### src/design/vfi_pkg.sv
`timescale 1ns / 1ps

package vfi_pkg;

   localparam int NUM_AXES = 3;
   localparam int TOL_WIDTH = 31;
   localparam logic [TOL_WIDTH-1:0] TOL_RESET = 31'd1;

   typedef enum logic {
      ST_IDLE,
      ST_SCAN
   } vfi_state_type;

endpackage

### src/design/vfi_close_unit.sv
`timescale 1ns / 1ps

module vfi_close_unit
   import vfi_pkg::*;
#(
   parameter int COORD_WIDTH = 32
) (
   input  logic                              clock,
   input  logic [NUM_AXES*COORD_WIDTH-1:0]   point,
   input  logic [NUM_AXES*COORD_WIDTH-1:0]   entry,
   input  logic [TOL_WIDTH-1:0]              tolerance,
   output logic                              close
);

   localparam int CMP_WIDTH = (COORD_WIDTH > TOL_WIDTH) ? COORD_WIDTH : TOL_WIDTH;

   logic [COORD_WIDTH-1:0] diff_in [NUM_AXES];
   logic [COORD_WIDTH-1:0] diff_ff [NUM_AXES];
   logic [NUM_AXES-1:0]    axis_close;

   // Both operands are in offset-binary form, so unsigned order is signed order.
   always_comb begin
      logic [COORD_WIDTH-1:0] a;
      logic [COORD_WIDTH-1:0] b;
      for (int i = 0; i < NUM_AXES; i++) begin
         a = point[i*COORD_WIDTH +: COORD_WIDTH];
         b = entry[i*COORD_WIDTH +: COORD_WIDTH];
         diff_in[i] = (a >= b) ? (a - b) : (b - a);
      end
   end

   always_ff @(posedge clock) begin
      diff_ff <= diff_in;
   end

   always_comb begin
      for (int i = 0; i < NUM_AXES; i++) begin
         axis_close[i] = CMP_WIDTH'(diff_ff[i]) <= CMP_WIDTH'(tolerance);
      end
   end

   assign close = &axis_close;

endmodule

### config.mk
export PLATFORM = sky130hd
export DESIGN_NAME = vfi_close_unit
export DESIGN_NICKNAME = d
export VERILOG_FILES = /design/src/design/vfi_pkg.sv /design/src/design/vfi_close_unit.sv
export SDC_FILE = /design/constraint.sdc
export NUM_CORES = 1
export LEC_CHECK = 0
export ABC_AREA = 1
export BUFFER_PORTS_ARGS = -buffer_cell sky130_fd_sc_hd__clkbuf_2
export CAP_MARGIN = 30
export CELL_PAD_IN_SITES_DETAIL_PLACEMENT = 1
export CELL_PAD_IN_SITES_GLOBAL_PLACEMENT = 2
export CORE_AREA = 2 2 216 325
export CTS_CLUSTER_DIAMETER = 120
export DETAILED_ROUTE_END_ITERATION = 10
export DIE_AREA = 0 0 218 327
export GPL_TIMING_DRIVEN = 0
export HOLD_SLACK_MARGIN = 0.1
export PLACE_DENSITY = 0.84
export SLEW_MARGIN = 10
export SYNTH_ARGS = -nofsm -noshare
export SYNTH_HDL_FRONTEND = slang
export SYNTH_SLANG_ARGS = --single-unit
### constraint.sdc
create_clock -name clock -period 1.7 [get_ports clock]
set_input_delay 0.085 -clock clock [delete_from_list [all_inputs] [get_ports clock]]
set_output_delay 0.085 -clock clock [all_outputs]
set_load 0.05 [all_outputs]
==> Word level (Yosys, flattened, before mapping) <==
Index checks and enable logic that the tools add are counted.
{ "classes": {"add_sub_neg": 6, "n_lt_le_gt_ge": 6, "n_mux": 3, "reduce_logical": 1} }
{ "ops": {"columns": ["cell", "n"], "rows": [
  ["subtractor 32 bit", 6],
  [">= comparator 32 bit", 3],
  ["<= comparator 32 x 31 -> 1 bit", 3],
  ["2-to-1 mux 32 bit", 3],
  ["AND reduction 3 bit", 1]
]} }
{ "totals": {"ff_bits": 96, "inputBits": 224, "out_inout_bits": 1, "wordCells": 19} }

==> Depth between registers and ports, before layout <==
{ "logic_depth": {"depth_word": 2, "ltp_mapped": 17, "depth_no_buf": 16} }

==> Least setup slack after synthesis <==
No wires, ideal clock.
{ "synth_timing": {"path_kind": "flip-flop to output port", "from": "register diff_ff[62] in the netlist's numbering", "to": "output port close", "t_arrival_ns": 1.930, "t_required_ns": 1.615, "setup_slack_ns": -0.315, "path_stages_with_launch": 12, "n_path_buf": 0, "cell_sequence": "dfxtp_1 -> ha_1 -> inv_1 -> nor2_1 -> nand2_1 -> nor2_1 -> nand2_1 -> nor3_1 -> nand4_1 -> nand2_1 -> nand2_1 -> nor2_1"} }
{ "synth_via": {"elab_chain_cells": 2} }
{ "synth_lines": {"columns": ["element", "line", "rtl"], "rows": [
  ["from (decl)", "vfi_close_unit.sv:18", "logic [COORD_WIDTH-1:0] diff_ff [NUM_AXES];"],
  ["from (signal assigned)", "vfi_close_unit.sv:33", "diff_ff <= diff_in;"],
  ["<= comparator 32 x 31 -> 1 bit", "vfi_close_unit.sv:38", "axis_close[i] = CMP_WIDTH'(diff_ff[i]) <= CMP_WIDTH'(tolerance);"],
  ["AND reduction 3 bit", "vfi_close_unit.sv:42", "assign close = &axis_close;"],
  ["to (decl)", "vfi_close_unit.sv:12", "output logic close"]
]} }
No other way between the ends.

==> Worst setup path in the final report <==
Same ends and word-level chain as after synthesis.

==> reports/summary.txt <==
post-detail-place hpwl - 66000 um
WL per Instance - 16.5 um
Internal Pwr Total - 7.83 mW
Post-synth EDFFs - 0
Clk network pwr share - 17.2%
vias in the first global route - 22600
Hold Path End - diff_ff[32]
overall global routing resource usage - 20.8%
clk buf depth - 2
cell row count - 118
core area - 68500 um^2
pin count of the biggest net entering global routing - 17
max reg flops - 96
total CTS buffers - 9
register area share after synthesis - 10.1%
period utilisation layout - 128%
DRT Wirelength - 75900 um
Worst Slack Setup Final - -0.484 ns
hold_sp - entry[32]
P_leak - 14.1 nW
failing checks - negative setup slack
initial antenna violation count - 5
Hold WC Path Type - input port to register
synthesized area - 19000 um^2
endpoints failing setup - 1
total power - 14.4 mW
Largest Register - diff_ff
Worst EP required - 1.62 ns
clock-pin slew of the registers on the worst-case setup and hold paths - 0.07 ns
top cell type by total area after synthesis - nand2_1
dominant synthesized flop cell - dfxtp_1
Mapped Avg Cell Area - 5.56 um^2
# H-tree levels - 3
Port Buffers - 224
placed cell area - 21300 um^2
worst rel slew slack - 69.6%
Avg Vias per Cell - 4.61
status - complete, but fails checks
PwrDens - 606 nW/um^2
Die H - 327 um
crit path time final - 2.18 ns
Yosys reg bits - 96
area share of the largest cell type after synthesis - 26.2%
post-synthesis async set-or-reset flop share - 0%
post-synthesis cell count - 3418
Synth area leaders - nand2_1 26%, ha_1 19%, inv_1 15%, dfxtp_1 10%, nand3_1 6.5%
hold path depth - 3
nets - 4212
largest registers - diff_ff (96)
share of layout cells above drive strength 1 - 19.9%
die span in x - 218 um
first-pass GRT wire length - 117000 um
CP Launch Type - register
Worst setup EP type - output pin
yosys warns - 0
clk sinks - 96
non-filler cells, final - 4606
Cells after DPL - 4542
part of the power in registers - 21.3%
WS Path Type - register to output pin
FILL cells - 9259
DR vias - 21200
IO Pins - 225
DRC - 0
max capacitance violation total - 0
CTS tree - yes
root buf cell - clkbuf_16
Distinct cells, synth - 41
post-route ant nets - 0
sw frac - 45.6%
setup TNS - -0.484 ns
DR iter-0 viols - 580
Final Max Slew Viols - 0
grt total ovfl - 0
Area Overhead vs Synth - 24.8%
CP max FO - 2
Worst-Margin Slew - 0.456 ns
final hold viol count - 0
First-pass DRT Iterations - 5
net switching power - 6.55 mW
GPL Wtd Cong - 0.918
Fmax - 458 MHz
Gate power share - 61.5%
Synth Net Count - 3930
Final Instance Area - 23700 um^2
die area - 71300 um^2
RSZ-0062 raised after global routing - true
Worst EP arrival - 2.10 ns
worst vdd ir - 0.430 mV
Initial Util - 27.7%
-- layout by cell type (no fill, tap or decap), drive strengths merged --
cell type    count
nand4           36
inv            764
fa               6
nand3b           4
and3             5
buf             96
o21ai           61
and3b            1
bufinv           4
a21boi           1
o21a            15
o21bai          14
nor2           160
diode            2
nor4             2
and2             5
xnor2           39
nand3          266
nand2         1358
ha             282
xor2            49
dlygate4sd3      2
nor3            13
nor2b            1
a21oi          176
dfxtp           96
a21o             8
clkbuf         240
-- worst max-delay path, cell delays in order (launching register included) --
cell	delay, ns
dfxtp_2	0.33
ha_4	0.27
inv_2	0.03
nor2_2	0.08
nand2_1	0.07
nor2_2	0.12
nand2_2	0.11
nor3_4	0.15
nand4_1	0.10
nand2_1	0.11
nand2_2	0.07
nor2_4	0.14
buf_8	0.16
-- worst max-delay path by stage --
stage	start	to	slack (ns)	depth (start not counted)
after floorplan	point[32]	diff_ff[63]	0.004	15
after global placement	point[57]	diff_ff[53]	-0.63	13
after detailed placement	point[57]	diff_ff[53]	-0.67	13
after CTS	diff_ff[62]	close	-0.65	12
after global routing	diff_ff[62]	close	-0.64	12
final	diff_ff[62]	close	-0.48	12
-- layer usage --
| layer | wire [um] | vias up | global-route usage (%) |
|---|---|---|---|
| li1 | - | 10900 | - |
| met1 | 29800 | 9891 | 21.9 |
| met2 | 41400 | 327 | 41.8 |
| met3 | 1910 | 122 | 1.76 |
| met4 | 2730 | 8 | 7.48 |
| met5 | 46 | - | 0 |
-- synth_stat cells (2+ instances only) --
cell type / count
o21a_1: 15
nor3_1: 13
xnor2_1: 39
xor2_1: 49
nand3_2: 20
dfxtp_1: 96
nand3_1: 246
buf_6: 12
o21ai_0: 13
o21bai_1: 14
a21oi_4: 3
nand4_1: 36
o21ai_2: 15
nand2_4: 3
nand3b_1: 4
inv_2: 18
nand2_1: 1325
clkbuf_2: 20
and2_0: 3
a21oi_1: 167
o21ai_1: 33
inv_1: 744
nand2_2: 25
nand2_8: 3
and2_1: 2
nor2_4: 14
ha_1: 282
buf_2: 17
a21o_1: 8
a21oi_2: 6
buf_4: 9
fa_1: 6
and3_1: 5
nor2_1: 138
buf_8: 2
nor2_2: 8
-- cell families (layout without fill, tap and decap cells) --
family | after synthesis | in the layout | share of synthesized area, %
xor gates and xnor gates | 88 | 88 | 4.06
and+or+nand+nor | 1849 | 1851 | 41.0
DFF | 96 | 96 | 10.1
other | 0 | 2 | 0
AOI/OAI and AO/OA | 275 | 275 | 8.34
buffers and inverters | 822 | 1106 | 17.3
adders and majority gates | 288 | 288 | 19.2
-- per-stage QoR --
| stage | setup slack (ns) | hold WS (ns) | utilization, % |
|---|---|---|---|
| 2_1_floorplan | 0.00385 | 0.268 | - |
| 4_1_cts | -0.652 | 0.132 | 33.0 |
| 3_5_place_dp | -0.669 | 0.410 | 31.1 |
| 6_report | -0.484 | 0.140 | 34.6 |
| 3_3_place_gp | -0.631 | 0.405 | 31.1 |
| 5_1_grt | -0.635 | 0.154 | 34.6 |
-- what timing repair did --
item,in CTS,in global routing
hold buffers,2,0
pin swaps,35,61
gates cloned,9,2
setup endpoints to repair,92,93
gates resized for setup,176,246
buffers inserted,29,20
hold endpoints to repair,2,0
-- layout make-up --
class / instances / area [um^2] / share of cell area [%]
multi-input combinational: 2502 / 15200 / 63.9
inverter: 762 / 2860 / 12.1
sequential: 96 / 1920 / 8.11
timing repair buffer: 284 / 1790 / 7.53
tap: 900 / 1130 / 4.75
buffer: 45 / 485 / 2.05
clock buffer: 9 / 225 / 0.950
clock inverter: 6 / 140 / 0.591
antenna: 2 / 5.00 / 0.0211
-- power groups by stage --
stage	Sequential, mW	Combinational, mW	Clock [mW]
final	3.06	8.84	2.47
after global routing	3.11	9.93	2.63
after CTS	3.07	8.36	2.54
after detailed placement	3.12	7.77	0
after global placement	3.10	7.63	0
after floorplan	3.00	5.35	0
(Power assumes the default switching activity.)
